File: src/hw/rtl/mbp_pkg.sv
// Package: constants, codes and types shared by the MSB-first bit packer.
package mbp_pkg;

	localparam logic [5:0]  WORD_BITS      = 6'd32;
	localparam int          LEN_W          = 5;
	localparam int          CODE_W         = 31;
	localparam int          FREE_W         = 6;
	localparam int          BYTES_W        = 21;
	localparam int          TOTAL_W        = 24;
	localparam int          NBYTES_W       = 3;
	localparam logic [20:0] BUF_BYTES_RST  = 21'd4096;
	localparam logic [2:0]  WORD_NBYTES    = 3'd4;
	localparam logic        ACT_FLUSH      = 1'b1;
	localparam int          IN_TDATA_W     = 40;
	localparam int          OUT_TDATA_W    = 64;

	typedef enum logic [1:0] {
		STATUS_OK   = 2'd0,
		STATUS_WIDE = 2'd1,
		STATUS_FULL = 2'd2
	} status_t;

endpackage

File: src/hw/rtl/msb_first_bit_packer.sv
// MSB-first variable-length bit packer with 32-bit big-endian word output.
// An input beat passes the input register, then the result register, before its result beat.
// Throughput: one beat per cycle unless stalled; the shift and merge are combinational.
// Output stalls back-pressure the input stage only while both registers are full.
// Reset (arst_n low, asynchronous): accumulator empty, byte count zero, capacity 4096 bytes.
module msb_first_bit_packer (
	input  logic        clk,
	input  logic        arst_n,
	input  logic        cfg_we,
	input  logic [20:0] cfg_wdata,
	input  logic        s_axis_tvalid,
	output logic        s_axis_tready,
	input  logic [39:0] s_axis_tdata,  // code_length[4:0], code_bits[35:5], zero pad
	input  logic        s_axis_tuser,  // action
	output logic        m_axis_tvalid,
	input  logic        m_axis_tready,
	output logic [63:0] m_axis_tdata,  // out_word[31:0], valid_bytes[34:32], total_bits[58:35]
	output logic [1:0]  m_axis_tuser   // status
);

	logic                           valid_s1;
	logic                           action_s1;
	logic [mbp_pkg::LEN_W-1:0]      code_len_s1;
	logic [mbp_pkg::CODE_W-1:0]     code_bits_s1;

	logic                           out_valid_q;
	logic [31:0]                    out_word_q;
	logic [mbp_pkg::NBYTES_W-1:0]   out_nbytes_q;
	mbp_pkg::status_t               out_status_q;
	logic [mbp_pkg::TOTAL_W-1:0]    out_total_q;

	logic [20:0]                    buf_bytes_q;
	logic [31:0]                    acc_q;
	logic [mbp_pkg::FREE_W-1:0]     free_q;
	logic [mbp_pkg::BYTES_W-1:0]    bytes_q;

	logic [31:0]                    acc_d;
	logic [mbp_pkg::FREE_W-1:0]     free_d;
	logic [mbp_pkg::BYTES_W-1:0]    bytes_d;
	logic [31:0]                    word_d;
	logic [mbp_pkg::NBYTES_W-1:0]   nbytes_d;
	mbp_pkg::status_t               status_d;
	logic [mbp_pkg::TOTAL_W-1:0]    total_d;
	logic                           advance;

	assign advance       = !out_valid_q || m_axis_tready;
	assign s_axis_tready = !valid_s1 || advance;

	always_ff @(posedge clk or negedge arst_n) begin
		if (!arst_n) begin
			valid_s1 <= 1'b0;
		end else if (s_axis_tready) begin
			valid_s1 <= s_axis_tvalid;
		end
	end

	always_ff @(posedge clk) begin
		if (s_axis_tready && s_axis_tvalid) begin
			action_s1    <= s_axis_tuser;
			code_len_s1  <= s_axis_tdata[4:0];
			code_bits_s1 <= s_axis_tdata[35:5];
		end
	end

	// flush, width and capacity checks, shift and merge for the beat held in the input register
	always_comb begin
		acc_d    = acc_q;
		free_d   = free_q;
		bytes_d  = bytes_q;
		word_d   = '0;
		nbytes_d = '0;
		status_d = mbp_pkg::STATUS_OK;
		if (action_s1 == mbp_pkg::ACT_FLUSH) begin
			if (free_q < mbp_pkg::WORD_BITS) begin
				word_d   = acc_q << free_q[4:0];
				nbytes_d = mbp_pkg::NBYTES_W'((7'(mbp_pkg::WORD_BITS) - 7'(free_q) + 7'd7) >> 3);
				bytes_d  = bytes_q + mbp_pkg::BYTES_W'(nbytes_d);
			end
			acc_d  = '0;
			free_d = mbp_pkg::WORD_BITS;
		end else if ((code_bits_s1 >> code_len_s1) != '0) begin
			status_d = mbp_pkg::STATUS_WIDE;
		end else if ({1'b0, code_len_s1} < free_q) begin
			acc_d  = (acc_q << code_len_s1) | {1'b0, code_bits_s1};
			free_d = free_q - {1'b0, code_len_s1};
		end else if ({1'b0, buf_bytes_q} <= ({1'b0, bytes_q} + 22'd3)) begin
			status_d = mbp_pkg::STATUS_FULL;
		end else begin
			word_d   = (acc_q << free_q[4:0])
				| ({1'b0, code_bits_s1} >> (code_len_s1 - free_q[4:0]));
			nbytes_d = mbp_pkg::WORD_NBYTES;
			bytes_d  = bytes_q + mbp_pkg::BYTES_W'(mbp_pkg::WORD_NBYTES);
			free_d   = free_q + mbp_pkg::WORD_BITS - {1'b0, code_len_s1};
			acc_d    = {1'b0, code_bits_s1};
		end
		total_d = {bytes_d, 3'b000}
			+ mbp_pkg::TOTAL_W'(7'(mbp_pkg::WORD_BITS) - 7'(free_d));
	end

	always_ff @(posedge clk or negedge arst_n) begin
		if (!arst_n) begin
			buf_bytes_q <= mbp_pkg::BUF_BYTES_RST;
			acc_q       <= '0;
			free_q      <= mbp_pkg::WORD_BITS;
			bytes_q     <= '0;
			out_valid_q <= 1'b0;
		end else begin
			if (cfg_we) begin
				buf_bytes_q <= cfg_wdata;
			end
			if (advance) begin
				out_valid_q <= valid_s1;
				if (valid_s1) begin
					acc_q   <= acc_d;
					free_q  <= free_d;
					bytes_q <= bytes_d;
				end
			end
		end
	end

	always_ff @(posedge clk) begin
		if (advance && valid_s1) begin
			out_word_q   <= word_d;
			out_nbytes_q <= nbytes_d;
			out_status_q <= status_d;
			out_total_q  <= total_d;
		end
	end

	assign m_axis_tvalid = out_valid_q;
	assign m_axis_tdata  = {5'd0, out_total_q, out_nbytes_q, out_word_q};
	assign m_axis_tuser  = out_status_q;

`ifndef SYNTHESIS
	a_free_range: assert property (@(posedge clk) disable iff (!arst_n)
		free_q != '0 && free_q <= mbp_pkg::WORD_BITS)
		else $error("free bit count out of range");

	a_err_no_bytes: assert property (@(posedge clk) disable iff (!arst_n)
		out_valid_q && out_status_q != mbp_pkg::STATUS_OK |-> out_nbytes_q == '0 && out_word_q == '0)
		else $error("error result carries data");

	a_nbytes_max: assert property (@(posedge clk) disable iff (!arst_n)
		out_valid_q |-> out_nbytes_q <= mbp_pkg::WORD_NBYTES)
		else $error("byte count above word size");

	a_state_hold: assert property (@(posedge clk) disable iff (!arst_n)
		!(advance && valid_s1) |=> $stable(bytes_q) && $stable(free_q))
		else $error("packer state changed without a beat");
`endif

endmodule

File: config.mk
export PLATFORM = sky130hd
export DESIGN_NAME = msb_first_bit_packer
export DESIGN_NICKNAME = d
export VERILOG_FILES = /design/src/hw/rtl/mbp_pkg.sv /design/src/hw/rtl/msb_first_bit_packer.sv
export SDC_FILE = /design/constraint.sdc
export NUM_CORES = 1
export LEC_CHECK = 0
export BUFFER_PORTS_ARGS = -buffer_cell sky130_fd_sc_hd__buf_4
export CAP_MARGIN = 20
export CORE_ASPECT_RATIO = 0.8
export CORE_MARGIN = 1
export CORE_UTILIZATION = 40
export CTS_BUF_LIST = sky130_fd_sc_hd__clkbuf_8
export CTS_CLUSTER_SIZE = 12
export DETAILED_ROUTE_END_ITERATION = 7
export REMOVE_ABC_BUFFERS = 1
export SKIP_LAST_GASP = 1
export SLEW_MARGIN = 20
export SYNTH_ARGS = -nofsm -noshare
export SYNTH_HDL_FRONTEND = slang
export SYNTH_SLANG_ARGS = --single-unit
File: constraint.sdc
create_clock -name clk -period 16.6 [get_ports clk]
set_input_delay 1.66 -clock clk [delete_from_list [all_inputs] [get_ports clk]]
set_output_delay 1.66 -clock clk [all_outputs]
set_load 0.1 [all_outputs]
# Word level (Yosys, flattened, before mapping)
# Cells that the tools add are included.
[totals] regBits=180 elab_cells=72 output_inout_bits=68 in_bits=67
[op_classes] magnitude_cmp=3 muxes=26 reduce_logical=10 n_bitwise=2 shifts=4 eq_ne=2 n_addsub=11
[ops] op="32-bit two-way mux" n=9
[ops] op="21-bit two-way mux" n=5
[ops] op="32-bit by 5-bit left shift with 32-bit output" n=2
[ops] op="32-bit by 31-bit bitwise OR with 32-bit output" n=1
[ops] op="32-bit bitwise OR" n=1
[ops] op="31-bit by 5-bit >> shifter with 32-bit output" n=1
[ops] op="31-bit nonzero test" n=1
[ops] op="31-bit by 5-bit >> shifter with 31-bit output" n=1
[ops] op="24-bit adder" n=1
[ops] op="6-bit two-way mux" n=4
[ops] op="21-bit by 2-bit adder with 22-bit output (second input constant)" n=1
[ops] op="21-bit by 22-bit less-or-equal comparator with 1-bit output" n=1
[ops] op="21-bit by 3-bit adder with 21-bit output" n=1
[ops] op="21-bit by 3-bit adder with 21-bit output (second input constant)" n=1
[ops] op="3-bit two-way mux" n=5
[ops] op="6-bit by 5-bit subtractor with 6-bit output" n=2
[ops] op="6-bit by 6-bit subtractor with 7-bit output (first input constant)" n=1
[ops] op="6-bit by 3-bit adder with 6-bit output (second input constant)" n=1
[ops] op="6-bit adder (second input constant)" n=1
[ops] op="5-bit by 6-bit < comparator with 1-bit output" n=1
[ops] op="6-bit < comparator (second input constant)" n=1
[ops] op="6-bit subtractor (first input constant)" n=1
[ops] op="5-bit subtractor" n=1
[ops] op="4-bit AND reduction" n=1
[ops] op="other kinds (9)" n=13

# Depth between registers and ports, before layout
[depth] ltp_word=8 mapped_depth=35 mapped_depth_nobuf=32

# Worst setup path after synthesis
# No wires, ideal clock.
[synth_timing] path_type="reg2reg" from="register bytes_q[6] (netlist name)" to="register out_total_q[22] (netlist name) (data pin)" setup_time_ps=260 path_slack_ps=9190 stages_incl_launch_ff=36 n_path_buf=5 arrival_time_ps=7150 synth_period_minus_slack_ps=7410 required_time_ps=16340 path_cell_list="dfrtp_1 -> clkbuf_1 -> nand4_1 -> or2_2 -> clkbuf_1 -> nor2_1 -> nand3_1 -> nor2_1 -> xnor2_1 -> ha_1 -> a21oi_1 -> nand2_1 -> a2111oi_0 -> o211a_1 -> a21oi_1 -> nor2_1 -> nor2_1 -> nand2_1 -> o21ai_0 -> or2_2 -> ha_1 -> o311a_1 -> a31o_1 -> buf_6 -> inv_2 -> buf_2 -> buf_1 -> ha_1 -> inv_1 -> o41ai_1 -> a31o_2 -> o311a_4 -> a2111oi_0 -> nor4_1 -> o31ai_2 -> xnor2_1"
[synth_via] elab_chain_len=8 elab_cells_between_ends=15 classes_between="add/sub: 5; order compare: 1; mux: 9"
[synth_rtl] item="start, declared" line="msb_first_bit_packer.sv:35" rtl="logic [mbp_pkg::BYTES_W-1:0] bytes_q;"
[synth_rtl] item="start signal, assigned" line="msb_first_bit_packer.sv:116" rtl="bytes_q <= bytes_d;"
[synth_rtl] item="21-bit by 2-bit adder with 22-bit output" line="msb_first_bit_packer.sv:86" rtl="end else if ({1'b0, buf_bytes_q} <= ({1'b0, bytes_q} + 22'd3)) begin"
[synth_rtl] item="21-bit by 22-bit less-or-equal comparator with 1-bit output" line="msb_first_bit_packer.sv:86"
[synth_rtl] item="6-bit two-way mux" line="msb_first_bit_packer.sv:86"
[synth_rtl] item="6-bit two-way mux" line="msb_first_bit_packer.sv:83" rtl="end else if ({1'b0, code_len_s1} < free_q) begin"
[synth_rtl] item="6-bit two-way mux" line="msb_first_bit_packer.sv:81" rtl="end else if ((code_bits_s1 >> code_len_s1) != '0) begin"
[synth_rtl] item="6-bit two-way mux" line="msb_first_bit_packer.sv:73" rtl="if (action_s1 == mbp_pkg::ACT_FLUSH) begin"
[synth_rtl] item="6-bit by 6-bit subtractor with 7-bit output" line="msb_first_bit_packer.sv:97" rtl="+ mbp_pkg::TOTAL_W'(7'(mbp_pkg::WORD_BITS) - 7'(free_d));"
[synth_rtl] item="24-bit adder (*)" line="msb_first_bit_packer.sv:97"
[synth_rtl] item="via total_d (one bit)" line="msb_first_bit_packer.sv:43" rtl="logic [mbp_pkg::TOTAL_W-1:0] total_d;"
[synth_rtl] item="end signal, assigned" line="msb_first_bit_packer.sv:127" rtl="out_total_q <= total_d;"
[synth_rtl] item="end, declared" line="msb_first_bit_packer.sv:30" rtl="logic [mbp_pkg::TOTAL_W-1:0] out_total_q;"
# Mark *: on every way through the listed nets, which the timed path passes. The rest lies on a longest branch.
# A chain may end at the register's enable or synchronous reset.

# Worst setup path in the final report
[layout_timing] from="register bytes_q[4] (netlist name)" to="register out_total_q[20] (netlist name) (data pin)"
# The elaborated chain is that of the path after synthesis.

==> results.toml <==
[status]
status = "finished, violations left"
violations = "design-rule violations"

[synthesis]
synth_edf_count = 98
synth_area_um2 = 15300
syn_avg_cell_area_um2 = 8.85
synth.distinct_cells = 84
ys.flop_type = "edfxtp_1"
synthCells = 1732
ys_ff_latch = 180
yosysSeqAreaShare_pct = 32.6
yosys.area.top_type_share_pct = 19.2
ys_warn_count = 0
synth_top_area_cell = "edfxtp_1"
async_flop_share_pct = 45.6
synth.area.top_cells = "edfxtp_1, dfrtp_1, nand2_1"

[job]
maxCapViolCount = 0

[setup_path]
critPathRequiredTime_ns = 16.88
critical_path.most_common_cell = "nor2_1"
path_delay_family = "compound AO/OA/AOI/OAI gates"
crit_type = "register to register"
slowest_stage = "a31o_1"
path_buf_inv = 2
end_kind = "register"
cp-start-kind = "register"
cp_max_fo = 31
cp.arrival_ns = 9.28
critPathMaxStageDelay_ns = 0.76

[global_routing]
grt_max_degree = 65
track_usage_pct = 26.1
grt_pass1_wl_um = 77700
antenna_found_initial = 0
grt_use_met1_pct = 41.1
grt_use_met3_pct = 6.67
grt_use_met2_pct = 34.1
gr-total-overflow = 0
grt_pass1_vias = 12600
grt-busiest-layer = "met1"

[clock_tree]
cts.sinks = 180
hold_buffers = 0
cts_tree = "built"
h-tree-depth = 4
clk_latency_ns = 0.54
postCtsSetupRepairBufs = 0
cts-root-buf = "clkbuf_8"
ctsResizeCount = 0
cts.clk_slew.worst_paths_ns = 0.11
numCtsBuffers = 17
clockBufferDepth = 2

[finish]
fin_util_pct = 45.3
mostFrequentLayoutCells = "nand2_1, buf_4, a21oi_1"
diodes = 0
final_common_cell = "nand2_1"
synthToLayoutAreaGrowth_pct = 10.5
fin_nets = 1901
drive_gt1_share_pct = 17.6

[detailed_routing]
drt_pass1_iterations = 8
drtIter0Drc = 1592
via_count = 13800
post_drt_wl_per_cell_um = 22.3
viasPerCell = 6.09
drc = 10
wl_um = 50800
ant_nets = 0

[sta]
hold-worst-slack_ns = 0.513
grt_setup_unrepaired = "false"
finalSetupTns_ns = 0
hold_viol = 0
worst_slack_ns = 7.60
min_period_ns = 9.00
setup_viol = 0
maxSlewViolCount = 0
relSlewSlack_pct = 24.0
fmax_mhz = 111
fin_crit_sh_pct = 54.2
worst_pin_slew_ns = 1.14
fin_skew_ns = 0.0230

[min_path]
hold_class = "register to register"

[floorplan]
die_w_um = 221
ios = 135
start_util_pct = 41.0
dieArea_um2 = 39100
rows = 63
coreArea_um2 = 37400
die_y_um = 177

[place]
io_buffers = 125
dp_slack_ns = 7.85
dpl.hpwl_um = 38200
gp_congestion = 0.972

[power]
power.density_nw_per_um2 = 88.3
max-vdd-ir-drop_uv = 65.6
leakage_nw = 6.79
total_power_w = 0.00149
## where the power goes
group          internal, W  switching (W)
Sequential        0.000525      0.0000721
Combinational     0.000195       0.000397
Clock             0.000124       0.000181
Total             0.000844       0.000650
## synth_stat cells, drive strengths merged (10+ instances only)
cell type / instances
nand2: 268
a21oi: 131
nor2: 125
o21ai: 108
edfxtp: 98
mux2i: 92
clkbuf: 91
dfrtp: 80
xnor2: 57
ha: 52
inv: 51
mux2: 47
mux4: 43
buf: 41
xor2: 35
o31ai: 34
nand3: 33
o22ai: 32
a211oi: 28
nor3: 24
nor2b: 18
nand2b: 17
a31oi: 16
a32oi: 16
or2: 15
nand4: 14
and3: 13
nor4: 13
and2: 11
o211ai: 11
or3: 10
## flip-flops by register name (all words and copies together), names as in the netlist
signal and count:
acc_q 32, action_s1 1, buf_bytes_q 21, bytes_q 21, code_bits_s1 31, code_len_s1 5
free_q 6, m_axis_tuser 2, m_axis_tvalid 1, out_nbytes_q 3, out_total_q 24, out_word_q 32
valid_s1 1
## kinds of logic after synthesis
kind of cell | synth area share [%]
AND/OR/NAND/NOR | 16.7
multiplexers | 15.9
flip-flops | 32.6
adder cells (fa/ha/maj) | 5.29
buffers and inverters | 4.96
AO/OA/AOI/OAI | 19.3
XOR/XNOR | 5.26
other | 0.0245
## stage by stage
stage | cell area [µm²] | std cells
2_1_floorplan | 14800 | 1604
3_3_place_gp | 16500 | 2242
3_5_place_dp | 16500 | 2242
4_1_cts | 16900 | 2274
5_1_grt | 16900 | 2274
6_report | 16900 | 2274
## routing by layer
layer,share of wire [%],routed length (µm),up-vias
met5,0,0,-
met4,1.5,760,0
met3,10,5300,52
met2,38,19400,689
met1,50,25300,6642
li1,-,-,6456
## path summary, 6_finish.rpt
kind | cells after the start | startpoint | slack, ns | to
setup / recovery | 28 | bytes_q[4] | 7.60 | out_total_q[20]
hold / removal | 1 | valid_s1 | 0.51 | m_axis_tvalid
setup reg to reg | 28 | bytes_q[4] | 7.60 | out_total_q[20]
hold reg to reg | 1 | valid_s1 | 0.51 | m_axis_tvalid
max in group asynchronous | 2 | arst_n | 14.34 | free_q[0]
min in group asynchronous | 1 | arst_n | 1.02 | acc_q[21]
## final cells by class
type / count / area [µm²]
clock buffer: 18 / 248
tap: 487 / 609
clock inverter: 14 / 125
multi-input combinational: 1370 / 9620
inverter: 54 / 203
timing repair buffer: 151 / 1130
fill: 3706 / 20400
sequential: 180 / 5000
Note: power is estimated with default switching activity, not from simulation.
